[src/sv/thct_pkg.sv]
`default_nettype none

package thct_pkg;

  // Field widths fixed by the item format
  localparam int TAG_W      = 10;
  localparam int HIT_W      = 16;
  localparam int CFG_DATA_W = 16;
  localparam int CFG_ADDR_W = 3;
  localparam int IN_DATA_W  = 16;
  localparam int OUT_DATA_W = 32;

  // Output tdata bit positions
  localparam int OUT_TAG_LSB   = 0;
  localparam int OUT_CNT_LSB   = 10;
  localparam int OUT_VALID_BIT = 26;
  localparam int OUT_REM_BIT   = 27;
  localparam int OUT_DROP_BIT  = 28;

  // Input kind carried on tuser
  localparam logic ACT_DETECT = 1'b0;
  localparam logic ACT_FRAME  = 1'b1;

  // Configuration register indexes
  localparam logic [CFG_ADDR_W-1:0] REG_BASE_COUNT     = 3'd0;
  localparam logic [CFG_ADDR_W-1:0] REG_INCREMENT_STEP = 3'd1;
  localparam logic [CFG_ADDR_W-1:0] REG_DECREMENT_STEP = 3'd2;
  localparam logic [CFG_ADDR_W-1:0] REG_REMOVE_LEVEL   = 3'd3;
  localparam logic [CFG_ADDR_W-1:0] REG_MAX_COUNT      = 3'd4;

  // Count unit operations
  typedef enum logic [1:0] {
    ALU_ADD,
    ALU_SUB,
    ALU_LOAD
  } alu_op_t;

  // Sequencer states
  typedef enum logic [2:0] {
    ST_IDLE,
    ST_SCAN,
    ST_WRITE,
    ST_FREAD,
    ST_FEVAL
  } state_t;

endpackage

`default_nettype wire

[src/sv/thct_table.sv]
`default_nettype none

// Tag and count store: one write port, one registered read port
module thct_table #(
  parameter int SLOTS   = 16,
  parameter int COUNT_W = 16
) (
  input  wire logic                                 clk,
  input  wire logic                                 we,
  input  wire logic [((SLOTS > 1) ? $clog2(SLOTS) : 1)-1:0] waddr,
  input  wire logic [thct_pkg::TAG_W-1:0]           wtag,
  input  wire logic [COUNT_W-1:0]                   wcnt,
  input  wire logic [((SLOTS > 1) ? $clog2(SLOTS) : 1)-1:0] raddr,
  output logic      [thct_pkg::TAG_W-1:0]           rtag,
  output logic      [COUNT_W-1:0]                   rcnt
);

  localparam int ENTRY_W = thct_pkg::TAG_W + COUNT_W;

  logic [ENTRY_W-1:0] mem [SLOTS];

  // write port
  always_ff @(posedge clk) begin
    if (we) begin
      mem[waddr] <= {wtag, wcnt};
    end
  end

  // registered read
  always_ff @(posedge clk) begin
    {rtag, rcnt} <= mem[raddr];
  end

endmodule

`default_nettype wire

[src/sv/thct_alu.sv]
`default_nettype none

// Shared count unit: add with ceiling, subtract floored at zero, or load.
// Every result is clamped to the count width.
module thct_alu #(
  parameter int COUNT_W = 16
) (
  input  wire thct_pkg::alu_op_t                op,
  input  wire logic [COUNT_W-1:0]               a,
  input  wire logic [thct_pkg::CFG_DATA_W-1:0]  b,
  input  wire logic [thct_pkg::CFG_DATA_W-1:0]  lim,
  output logic      [COUNT_W-1:0]               res,
  output logic                                  at_or_below
);

  localparam int EW = ((COUNT_W > thct_pkg::CFG_DATA_W) ? COUNT_W : thct_pkg::CFG_DATA_W) + 1;

  logic [EW-1:0] ae, be, lm, cmax, sum, diff, pick, clamped;

  always_comb begin
    ae   = EW'(a);
    be   = EW'(b);
    lm   = EW'(lim);
    cmax = EW'({COUNT_W{1'b1}});
    sum  = ae + be;
    diff = (ae > be) ? (ae - be) : '0;
    case (op)
      thct_pkg::ALU_ADD:  pick = (sum < lm) ? sum : lm;
      thct_pkg::ALU_SUB:  pick = diff;
      thct_pkg::ALU_LOAD: pick = be;
      default:            pick = be;
    endcase
    clamped     = (pick > cmax) ? cmax : pick;
    res         = COUNT_W'(clamped);
    at_or_below = (diff <= lm);
  end

endmodule

`default_nettype wire

[src/sv/tag_hit_count_tracker_top.sv]
`default_nettype none

// Channel  Dir  tdata                         tuser       tlast
// in       in   [9:0] tag_id, rest zero       [0] action  -
// out      out  [9:0] out_tag_id, [25:10]     -           last
//               hit_count, [26] entry_valid,
//               [27] removed, [28] dropped
// cfg      in   plain write: cfg_we, cfg_addr, cfg_wdata
//
// Detection: the lookup reads the tag/count store one slot per cycle through
// its single read port, then ST_WRITE updates the entry and loads the result.
// End of frame: each slot is read (ST_FREAD), then evaluated and written back
// (ST_FEVAL) while its result is loaded. in_tready is high only while no
// request is in progress; a stalled output holds its result and the sequencer
// waits. rst is synchronous; valid and seen bits clear at once, no clearing
// pass is needed.
module tag_hit_count_tracker_top #(
  parameter int TABLE_SLOTS = 16,
  parameter int COUNT_WIDTH = 16
) (
  input  wire logic                                clk,
  input  wire logic                                rst,
  input  wire logic                                in_tvalid,
  output logic                                     in_tready,
  input  wire logic [thct_pkg::IN_DATA_W-1:0]      in_tdata,   // [9:0] tag_id
  input  wire logic [0:0]                          in_tuser,   // [0] action
  output logic                                     out_tvalid,
  input  wire logic                                out_tready,
  // [9:0] out_tag_id, [25:10] hit_count, [26] entry_valid, [27] removed, [28] dropped
  output logic      [thct_pkg::OUT_DATA_W-1:0]     out_tdata,
  output logic                                     out_tlast,
  input  wire logic                                cfg_we,
  input  wire logic [thct_pkg::CFG_ADDR_W-1:0]     cfg_addr,
  input  wire logic [thct_pkg::CFG_DATA_W-1:0]     cfg_wdata
);

  localparam int IW = (TABLE_SLOTS > 1) ? $clog2(TABLE_SLOTS) : 1;
  localparam int CW = $clog2(TABLE_SLOTS + 1);
  localparam int TW = thct_pkg::TAG_W;
  localparam int DW = thct_pkg::CFG_DATA_W;
  localparam int HW = thct_pkg::HIT_W;

  // Configuration registers
  logic [DW-1:0] base_count, increment_step, decrement_step, remove_level, max_count;

  always_ff @(posedge clk) begin
    if (rst) begin
      base_count     <= DW'(1);
      increment_step <= DW'(1);
      decrement_step <= DW'(1);
      remove_level   <= DW'(0);
      max_count      <= DW'(5);
    end else if (cfg_we) begin
      case (cfg_addr)
        thct_pkg::REG_BASE_COUNT:     base_count     <= cfg_wdata;
        thct_pkg::REG_INCREMENT_STEP: increment_step <= cfg_wdata;
        thct_pkg::REG_DECREMENT_STEP: decrement_step <= cfg_wdata;
        thct_pkg::REG_REMOVE_LEVEL:   remove_level   <= cfg_wdata;
        thct_pkg::REG_MAX_COUNT:      max_count      <= cfg_wdata;
        default: ;
      endcase
    end
  end

  // Sequencer and working registers
  thct_pkg::state_t state, state_next;

  logic [TW-1:0]          tag_q;
  logic [CW-1:0]          scan_cnt, scan_cnt_next;
  logic                   hit_found, free_found;
  logic [IW-1:0]          hit_idx, free_idx;
  logic [COUNT_WIDTH-1:0] hit_cnt;
  logic [TABLE_SLOTS-1:0] valid_bits, seen_bits;

  // Store and count unit hookup
  logic                   mem_we;
  logic [IW-1:0]          mem_waddr, mem_raddr;
  logic [TW-1:0]          mem_wtag, rd_tag;
  logic [COUNT_WIDTH-1:0] mem_wcnt, rd_cnt;

  thct_pkg::alu_op_t      alu_op;
  logic [COUNT_WIDTH-1:0] alu_a, alu_res;
  logic [DW-1:0]          alu_b, alu_lim;
  logic                   alu_le;

  thct_table #(.SLOTS(TABLE_SLOTS), .COUNT_W(COUNT_WIDTH)) u_table (
    .clk   (clk),
    .we    (mem_we),
    .waddr (mem_waddr),
    .wtag  (mem_wtag),
    .wcnt  (mem_wcnt),
    .raddr (mem_raddr),
    .rtag  (rd_tag),
    .rcnt  (rd_cnt)
  );

  thct_alu #(.COUNT_W(COUNT_WIDTH)) u_alu (
    .op          (alu_op),
    .a           (alu_a),
    .b           (alu_b),
    .lim         (alu_lim),
    .res         (alu_res),
    .at_or_below (alu_le)
  );

  // Output register fields
  logic [TW-1:0] o_tag;
  logic [HW-1:0] o_cnt;
  logic          o_valid, o_rem, o_drop, o_last;

  // Per-cycle decisions
  logic          in_acc, out_free, out_load;
  logic [TW-1:0] ld_tag;
  logic [HW-1:0] ld_cnt;
  logic          ld_valid, ld_rem, ld_drop, ld_last;
  logic [IW-1:0] scan_e, fr_idx, bit_idx;
  logic          scan_eval, scan_hit, scan_free;
  logic          vb_set, vb_clr, sn_set, sn_clr;

  assign in_acc   = in_tvalid && in_tready;
  assign out_free = !out_tvalid || out_tready;
  assign scan_e   = IW'(scan_cnt - CW'(1));
  assign fr_idx   = IW'(scan_cnt);

  // Next state, store and unit controls
  always_comb begin
    state_next    = state;
    scan_cnt_next = scan_cnt;
    in_tready     = (state == thct_pkg::ST_IDLE);
    mem_we        = 1'b0;
    mem_waddr     = fr_idx;
    mem_wtag      = rd_tag;
    mem_wcnt      = alu_res;
    mem_raddr     = '0;
    alu_op        = thct_pkg::ALU_SUB;
    alu_a         = rd_cnt;
    alu_b         = decrement_step;
    alu_lim       = remove_level;
    out_load      = 1'b0;
    ld_tag        = tag_q;
    ld_cnt        = '0;
    ld_valid      = 1'b0;
    ld_rem        = 1'b0;
    ld_drop       = 1'b0;
    ld_last       = 1'b1;
    scan_eval     = 1'b0;
    scan_hit      = 1'b0;
    scan_free     = 1'b0;
    vb_set        = 1'b0;
    vb_clr        = 1'b0;
    sn_set        = 1'b0;
    sn_clr        = 1'b0;
    bit_idx       = fr_idx;

    case (state)
      thct_pkg::ST_IDLE: begin
        scan_cnt_next = '0;
        if (in_acc) begin
          state_next = (in_tuser[0] == thct_pkg::ACT_FRAME) ? thct_pkg::ST_FREAD
                                                            : thct_pkg::ST_SCAN;
        end
      end

      // lookup: read slot scan_cnt, judge slot scan_cnt-1
      thct_pkg::ST_SCAN: begin
        if (scan_cnt < CW'(TABLE_SLOTS)) begin
          mem_raddr = IW'(scan_cnt);
        end
        scan_eval = (scan_cnt != '0);
        scan_hit  = scan_eval && valid_bits[scan_e] && !hit_found && (rd_tag == tag_q);
        scan_free = scan_eval && !valid_bits[scan_e] && !free_found;
        if (scan_cnt == CW'(TABLE_SLOTS)) begin
          state_next = thct_pkg::ST_WRITE;
        end else begin
          scan_cnt_next = scan_cnt + CW'(1);
        end
      end

      // detection update and result
      thct_pkg::ST_WRITE: begin
        alu_op  = hit_found ? thct_pkg::ALU_ADD : thct_pkg::ALU_LOAD;
        alu_a   = hit_cnt;
        alu_b   = hit_found ? increment_step : base_count;
        alu_lim = max_count;
        mem_waddr = hit_found ? hit_idx : free_idx;
        mem_wtag  = tag_q;
        bit_idx   = hit_found ? hit_idx : free_idx;
        if (out_free) begin
          out_load = 1'b1;
          ld_tag   = tag_q;
          if (hit_found || free_found) begin
            mem_we   = 1'b1;
            vb_set   = 1'b1;
            sn_set   = 1'b1;
            ld_cnt   = HW'(alu_res);
            ld_valid = 1'b1;
          end else begin
            ld_drop  = 1'b1;
          end
          state_next = thct_pkg::ST_IDLE;
        end
      end

      thct_pkg::ST_FREAD: begin
        mem_raddr  = fr_idx;
        state_next = thct_pkg::ST_FEVAL;
      end

      // frame pass: age or keep one slot and report it
      thct_pkg::ST_FEVAL: begin
        mem_raddr = fr_idx;
        if (out_free) begin
          out_load = 1'b1;
          sn_clr   = 1'b1;
          ld_last  = (scan_cnt == CW'(TABLE_SLOTS - 1));
          if (!valid_bits[fr_idx]) begin
            ld_tag = '0;
          end else if (seen_bits[fr_idx]) begin
            ld_tag   = rd_tag;
            ld_cnt   = HW'(rd_cnt);
            ld_valid = 1'b1;
          end else begin
            mem_we   = 1'b1;
            ld_tag   = rd_tag;
            ld_cnt   = HW'(alu_res);
            ld_valid = !alu_le;
            ld_rem   = alu_le;
            vb_clr   = alu_le;
          end
          if (ld_last) begin
            state_next = thct_pkg::ST_IDLE;
          end else begin
            scan_cnt_next = scan_cnt + CW'(1);
            state_next    = thct_pkg::ST_FREAD;
          end
        end
      end

      default: begin
        state_next = thct_pkg::ST_IDLE;
      end
    endcase
  end

  // Control registers
  always_ff @(posedge clk) begin
    if (rst) begin
      state      <= thct_pkg::ST_IDLE;
      scan_cnt   <= '0;
      valid_bits <= '0;
      seen_bits  <= '0;
      hit_found  <= 1'b0;
      free_found <= 1'b0;
      out_tvalid <= 1'b0;
    end else begin
      state    <= state_next;
      scan_cnt <= scan_cnt_next;
      if (in_acc) begin
        hit_found  <= 1'b0;
        free_found <= 1'b0;
      end else begin
        if (scan_hit)  hit_found  <= 1'b1;
        if (scan_free) free_found <= 1'b1;
      end
      if (vb_set) valid_bits[bit_idx] <= 1'b1;
      if (vb_clr) valid_bits[bit_idx] <= 1'b0;
      if (sn_set) seen_bits[bit_idx]  <= 1'b1;
      if (sn_clr) seen_bits[bit_idx]  <= 1'b0;
      if (out_load) begin
        out_tvalid <= 1'b1;
      end else if (out_tready) begin
        out_tvalid <= 1'b0;
      end
    end
  end

  // Payload registers
  always_ff @(posedge clk) begin
    if (in_acc) begin
      tag_q <= in_tdata[TW-1:0];
    end
    if (scan_hit) begin
      hit_idx <= scan_e;
      hit_cnt <= rd_cnt;
    end
    if (scan_free) begin
      free_idx <= scan_e;
    end
    if (out_load) begin
      o_tag   <= ld_tag;
      o_cnt   <= ld_cnt;
      o_valid <= ld_valid;
      o_rem   <= ld_rem;
      o_drop  <= ld_drop;
      o_last  <= ld_last;
    end
  end

  assign out_tdata = {3'b000, o_drop, o_rem, o_valid, o_cnt, o_tag};
  assign out_tlast = o_last;

endmodule

`default_nettype wire

[config.mk]
export PLATFORM = sky130hd
export DESIGN_NAME = tag_hit_count_tracker_top
export DESIGN_NICKNAME = d
export VERILOG_FILES = /design/src/sv/thct_pkg.sv /design/src/sv/thct_table.sv /design/src/sv/thct_alu.sv /design/src/sv/tag_hit_count_tracker_top.sv
export SDC_FILE = /design/constraint.sdc
export NUM_CORES = 1
export LEC_CHECK = 0
export ABC_AREA = 1
export BUFFER_PORTS_ARGS = -buffer_cell sky130_fd_sc_hd__buf_2
export CAP_MARGIN = 40
export CELL_PAD_IN_SITES_DETAIL_PLACEMENT = 0
export CELL_PAD_IN_SITES_GLOBAL_PLACEMENT = 2
export CORE_ASPECT_RATIO = 1.25
export CORE_MARGIN = 4
export CORE_UTILIZATION = 43
export CTS_BUF_LIST = sky130_fd_sc_hd__clkbuf_8
export CTS_CLUSTER_SIZE = 28
export DETAILED_ROUTE_END_ITERATION = 8
export PLACE_DENSITY = 0.78
export SLEW_MARGIN = 10
export SYNTH_ARGS = -nofsm -noshare
export SYNTH_HDL_FRONTEND = slang
export SYNTH_SLANG_ARGS = --single-unit
[constraint.sdc]
create_clock -name clk -period 5.8 [get_ports clk]
set_input_delay 0.87 -clock clk [delete_from_list [all_inputs] [get_ports clk]]
set_output_delay 0.87 -clock clk [all_outputs]
set_load 0.02 [all_outputs]
## Word level (Yosys, flattened, before mapping)

Memories as Yosys holds them, arrays and structs flattened. A register that Yosys moved wholly into a read port is not among the register bits.
Cells that the tools add are included.

- Bits in registers: 187
- Bits in latches: 0
- Bits in writable memories: 416
- Memory bits (read-only): 0
- Output and inout port bits: 35
- Memories kept: 1

Memory list:

| name | depth | width | rd ports | clocked after Yosys merged registers in | wr ports | RTL line | RTL |
|---|---|---|---|---|---|---|---|
| u_table.mem | 16 | 26 | 1 | 1 | 1 | thct_table.sv:20 | `logic [ENTRY_W-1:0] mem [SLOTS];` |

- Add/subtract/negate cells: 4
- Multipliers: 0
- Div/mod/pow operators: 0
- Magnitude comparators: 9
- Eq/ne operators: 18
- Shift-type cells: 0
- Muxes and demuxes: 74
- Bitwise logic cells: 5
- Reductions and logical operators: 32

Operators by type and width:

| operator | number |
|---|---|
| $mux W16 | 16 |
| $mux W10 | 4 |
| $mux W17 | 2 |
| $pmux W17 S2 | 1 |
| $and A16 B16 Y16 | 2 |
| $or A16 B16 Y16 | 2 |
| $pmux W16 S2 | 1 |
| $mux W1 | 27 |
| $add A16 B16 Y17 | 1 |
| $gt A17 B16 Y1 const B | 1 |
| $le A17 B16 Y1 | 1 |
| $lt A17 B16 Y1 | 1 |
| $sub A16 B16 Y17 | 1 |
| $gt A16 B16 Y1 | 1 |
| $not A16 Y16 | 1 |
| $lt A4 B5 Y1 const B | 3 |
| $mux W5 | 3 |
| $pmux W3 S5 | 1 |
| $pmux W5 S3 | 1 |
| $reduce_and A2 Y1 | 7 |
| $bmux W1 S4 | 3 |
| $eq A3 B2 Y1 const B | 4 |
| $mux W3 | 4 |
| $mux W4 | 3 |
| 26 further kinds | 51 |

## Longest topological paths before layout

- Depth in word-level cells: 12
- Mapped depth: 43
- Depth with buffers taken out: 38

## Modules after synthesis

Synthesis repeated with hierarchy kept, for this count alone.

- Cells, all modules: 3464
- Area, all modules: 30397.9 µm²

By module, submodules not included:

| module | instances | cells an instance | area each (µm²) | sequential area each (µm²) |
|---|---|---|---|---|
| thct_table | 1 | 1727 | 18313.8 | 13012.5 |
| tag_hit_count_tracker_top | 1 | 1161 | 8816.0 | 4384.2 |
| thct_alu | 1 | 576 | 3268.1 | 0.0 |

## Worst setup path before layout

Ideal clock, no wire load.

- Kind: reg2reg
- Start: register state[2]
- End: register o_cnt[11] (data pin)
- Arrival time: 4.300 ns
- Slack: 1.246 ns
- Cell stages (with the launch flop): 37
- Path buffers: 3
- Cells stage by stage: dfxtp_1 -> inv_2 -> nand3_2 -> inv_2 -> nand2_1 -> buf_4 -> clkbuf_1 -> o221ai_1 -> inv_1 -> ha_1 -> inv_1 -> fa_1 -> inv_1 -> nand3_1 -> nand2_1 -> nand2_1 -> nand2_1 -> xor2_1 -> inv_1 -> ha_1 -> nand2_1 -> inv_1 -> nand2_1 -> nand2_1 -> a21oi_1 -> nand2_1 -> nand2_1 -> nand2_1 -> nand2_1 -> nand3_2 -> buf_2 -> nand2_1 -> nand3_1 -> nand3_1 -> nand2_1 -> nand2_1 -> nand2_1

- Cells in the longest elaborated chain, start to end: 12
- Elaborated cells on any way between the ends: 23
- Those cells by class: 2 x add/sub; 3 x order compare; 3 x eq/ne; 14 x mux; 1 x reduce/logical

Ends and longest elaborated chain:

| what | RTL line | RTL |
|---|---|---|
| start, declared | tag_hit_count_tracker_top.sv:66 | `thct_pkg::state_t state, state_next;` |
| start signal, assigned | tag_hit_count_tracker_top.sv:248 | `state <= thct_pkg::ST_IDLE;` |
| start signal, assigned | tag_hit_count_tracker_top.sv:256 | `state <= state_next;` |
| $eq A3 B2 Y1 * | tag_hit_count_tracker_top.sv:155 | `case (state)` |
| $mux W16 | tag_hit_count_tracker_top.sv:155 |  |
| $add A16 B16 Y17 | thct_alu.sv:25 | `sum = ae + be;` |
| $lt A17 B16 Y1 | thct_alu.sv:28 | `thct_pkg::ALU_ADD: pick = (sum < lm) ? sum : lm;` |
| $mux W17 | thct_alu.sv:28 |  |
| $pmux W17 S2 * | thct_alu.sv:27 | `case (op)` |
| $gt A17 B16 Y1 | thct_alu.sv:33 | `clamped = (pick > cmax) ? cmax : pick;` |
| $mux W16 * | thct_alu.sv:33 |  |
| net alu_res[11] | tag_hit_count_tracker_top.sv:82 | `logic [COUNT_WIDTH-1:0] alu_a, alu_res;` |
| $mux W16 | tag_hit_count_tracker_top.sv:218 | `end else if (seen_bits[fr_idx]) begin` |
| $mux W16 | tag_hit_count_tracker_top.sv:216 | `if (!valid_bits[fr_idx]) begin` |
| $mux W16 | tag_hit_count_tracker_top.sv:212 | `if (out_free) begin` |
| $pmux W16 S2 * | tag_hit_count_tracker_top.sv:155 |  |
| net ld_cnt[11] | tag_hit_count_tracker_top.sv:114 | `logic [HW-1:0] ld_cnt;` |
| end signal, assigned | tag_hit_count_tracker_top.sv:291 | `o_cnt <= ld_cnt;` |
| end, declared | tag_hit_count_tracker_top.sv:108 | `logic [HW-1:0] o_cnt;` |

Mark *: on every way through the listed nets, which the timed path passes. The rest lies on a longest branch.
A chain may end at the register's enable or synchronous reset.

## Worst setup path in the final report

- Start: register state[2]
- End: register valid_bits[1]

- Cells in the longest elaborated chain, start to end: 11
- Elaborated cells on any way between the ends: 26
- Those cells by class: 1 x add/sub; 4 x order compare; 2 x eq/ne; 15 x mux; 3 x bitwise; 1 x reduce/logical

Ends and longest elaborated chain:

| what | RTL line | RTL |
|---|---|---|
| parallel branches: the longest is 10 deep, another holds $sub A16 B16 Y17 | - |  |
| $mux W16 * | tag_hit_count_tracker_top.sv:266 | `if (vb_clr) valid_bits[bit_idx] <= 1'b0;` |
| end signal, assigned | tag_hit_count_tracker_top.sv:250 | `valid_bits <= '0;` |
| end signal, assigned by index | tag_hit_count_tracker_top.sv:265 | `if (vb_set) valid_bits[bit_idx] <= 1'b1;` |
| end signal, assigned by index | tag_hit_count_tracker_top.sv:266 |  |
| end, declared | tag_hit_count_tracker_top.sv:73 | `logic [TABLE_SLOTS-1:0] valid_bits, seen_bits;` |

Mark *: on every way between the ends. The select of a mux whose other input is x is not followed.

==> results.cfg <==
[global_route]
track_usage = 0.239
grt_pass1_vias = 20861
grt_pass1_wl_mm = 129
antenna_found_initial = 1
grt_start_max_net_pins = 96
grt-ovfl-total = 0

[run_status]
outcome = finished clean

[pwr]
p_int_w = 0.00827
p_per_area_nw_per_um2 = 389
seqPwrFrac = 0.439
power_w = 0.0125
ir_drop_mv = 0.196
p_leak_nw = 12.4
netSwitchingFraction = 0.338
switchingPower_w = 0.00422
clkPwrFrac = 0.287
comb_power_share = 0.274

[clock_network]
clockBufferDepth = 3
numCtsBuffers = 98
cts_tree = yes
clk_latency_ns = 0.69
htreeDepth = 3
clock_sinks = 629
clock_tree.root_cell = clkbuf_8
clk_pin_slew_ns = 0.07

[setup_path]
crit_fanout = 20
cpPeakStageDelay_ns = 0.40
r2r_cells = 35
path_delay_family = simple AND/OR/NAND/NOR gates
worst_path_max_delay_cell = ha_1
crit_buf_inv = 9
path_class = flop to flop
critPathCaptureType = flop
cp.depth = 35
cp.arrival_ns = 5.92
worstPathRequired_ns = 6.37
worstSetupStartpointType = flop
crit_path_frequent_cell = nand2_1

[detailed_routing]
wl_per_cell_um = 22.0
first_pass_iters = 6
viasPerCell = 5.39
ant_nets = 0
vias = 20849
drtIter0Drc = 1616
drt-total-wl_mm = 84.9
drc_errors = 0

[finish]
drive_gt1_frac = 0.126
most-common-layout-cells = edfxtp_1, nand2_1, nor2_1
final_common_cell = edfxtp_1
n_fill_cell = 6000
finalNetCount = 3039
largest_reg_flops = 416
seq_area_um2 = 17400
multi_input_area_um2 = 9500
synthToLayoutAreaGrowth_pct = 12.9
largest_register = u_table.mem

[timing]
fmax_ghz = 0.187
fin_skew_ns = 0.0318
setup_viol = 0
report.final.slew_viol_count = 0
relSlewSlack = 0.401
fin_crit_sh = 0.922
period_needed_ns = 5.35
tightest_slew_ns = 0.899
setup_slack_ns = 0.451
hold_violations = 0

[yosys]
synthArstFlopShare = 0
synth_edf_count = 480
ys_warn_count = 0
ys_types = 55
synth_cells = 2829
yosys_register_bits = 629
ys.flop_type = edfxtp_1
avgSynthCellArea_um2 = 10.1
ys_seq_area_frac = 0.612
syn_area_um2 = 28400

[placed_design]
pre_cts_ws_ns = 0.258
numPortBuffers = 66
place.gp.congestion = 0.896
hpwl_mm = 54.5

[floorplan]
rows = 105
die_x_um = 238
die_h_um = 296
ios = 76
die_area_um2 = 70300
start_util = 0.434
coreArea_um2 = 65600

[run]
drv_cap = 0

[worst_hold_path]
hold_depth = 1
hp-class = input port to flop
==> final cells by class <==
type,instances,area share
Sequential cell,629,0.542
Multi-Input combinational cell,1778,0.296
Clock buffer,108,0.0463
Timing Repair Buffer,156,0.0386
Tap cell,856,0.0333
Inverter,266,0.0316
Clock inverter,74,0.0126
Antenna cell,1,0.0000779
==> metal layers <==
layer / part of all wire / GRT usage / wire length [um]
met1: 0.41 / 0.294 / 34500
met2: 0.51 / 0.428 / 43400
met3: 0.046 / 0.0309 / 3920
met4: 0.036 / 0.0930 / 3090
met5: 0 / 0 / 0
==> per-stage QoR <==
step	instances	setup TNS [ns]	utilization	cell area, um^2	hold WS (ns)
3_3_place_gp	3665	0	0.457	29900	0.433
3_5_place_dp	3683	0	0.460	30200	0.436
2_1_floorplan	2831	0	-	28400	0.420
4_1_cts	3865	0	0.489	32000	0.279
5_1_grt	3868	-0.0178	0.490	32100	0.293
6_report	3868	0	0.490	32100	0.351
==> cells in the mapped netlist (8+ instances only) <==
master      n  share of area
buf_1       9         0.0012
nand3_1   118          0.021
nand2_1   422          0.056
nand2_2     8         0.0018
clkbuf_1   76          0.010
dfxtp_1   149           0.10
or2_2      20         0.0044
inv_2      13         0.0017
buf_2      55         0.0097
xor2_1     19         0.0059
nor2_1    411          0.054
nand4_1    42         0.0092
buf_4      13         0.0034
o22ai_1    31         0.0068
edfxtp_1  480           0.51
inv_1     247          0.033
ha_1       67          0.029
o21ai_0   160          0.028
a21oi_1   114          0.020
nor3_1    168          0.030
o221ai_1  122          0.038
==> kinds of logic after synthesis <==
family	synth area share
adder cells (fa/ha/maj)	0.0309
buffers and inverters	0.0614
other	0.000132
AND/OR/NAND/NOR	0.183
flip-flops	0.612
AO/OA/AOI/OAI	0.105
XOR/XNOR	0.00770
==> path summary, 6_finish.rpt <==
kind,start,end,slack [ns]
worst max-delay path,state[2],valid_bits[1],0.45
worst min register to register,seen_bits[4],seen_bits[4],0.44
worst min-delay path,in_tdata[9],tag_q[9],0.35
worst max register to register,state[2],valid_bits[1],0.45
==> power by group through the flow <==
stage	clock network, W	registers (W)	logic, W
4_1_cts	0.00369	0.00549	0.00339
6_report	0.00359	0.00548	0.00342
3_5_place_dp	0	0.00558	0.00338
5_1_grt	0.00388	0.00549	0.00382
2_1_floorplan	0	0.00559	0.00211
3_3_place_gp	0	0.00558	0.00329
==> repair_timing <==
action / CTS / global route
endpoints found under the setup margin: 0 / 213
hold buffers: 0 / 0
resized for setup: 0 / 14
setup buffers: 0 / 2
Note: power is estimated with default switching activity, not from simulation.
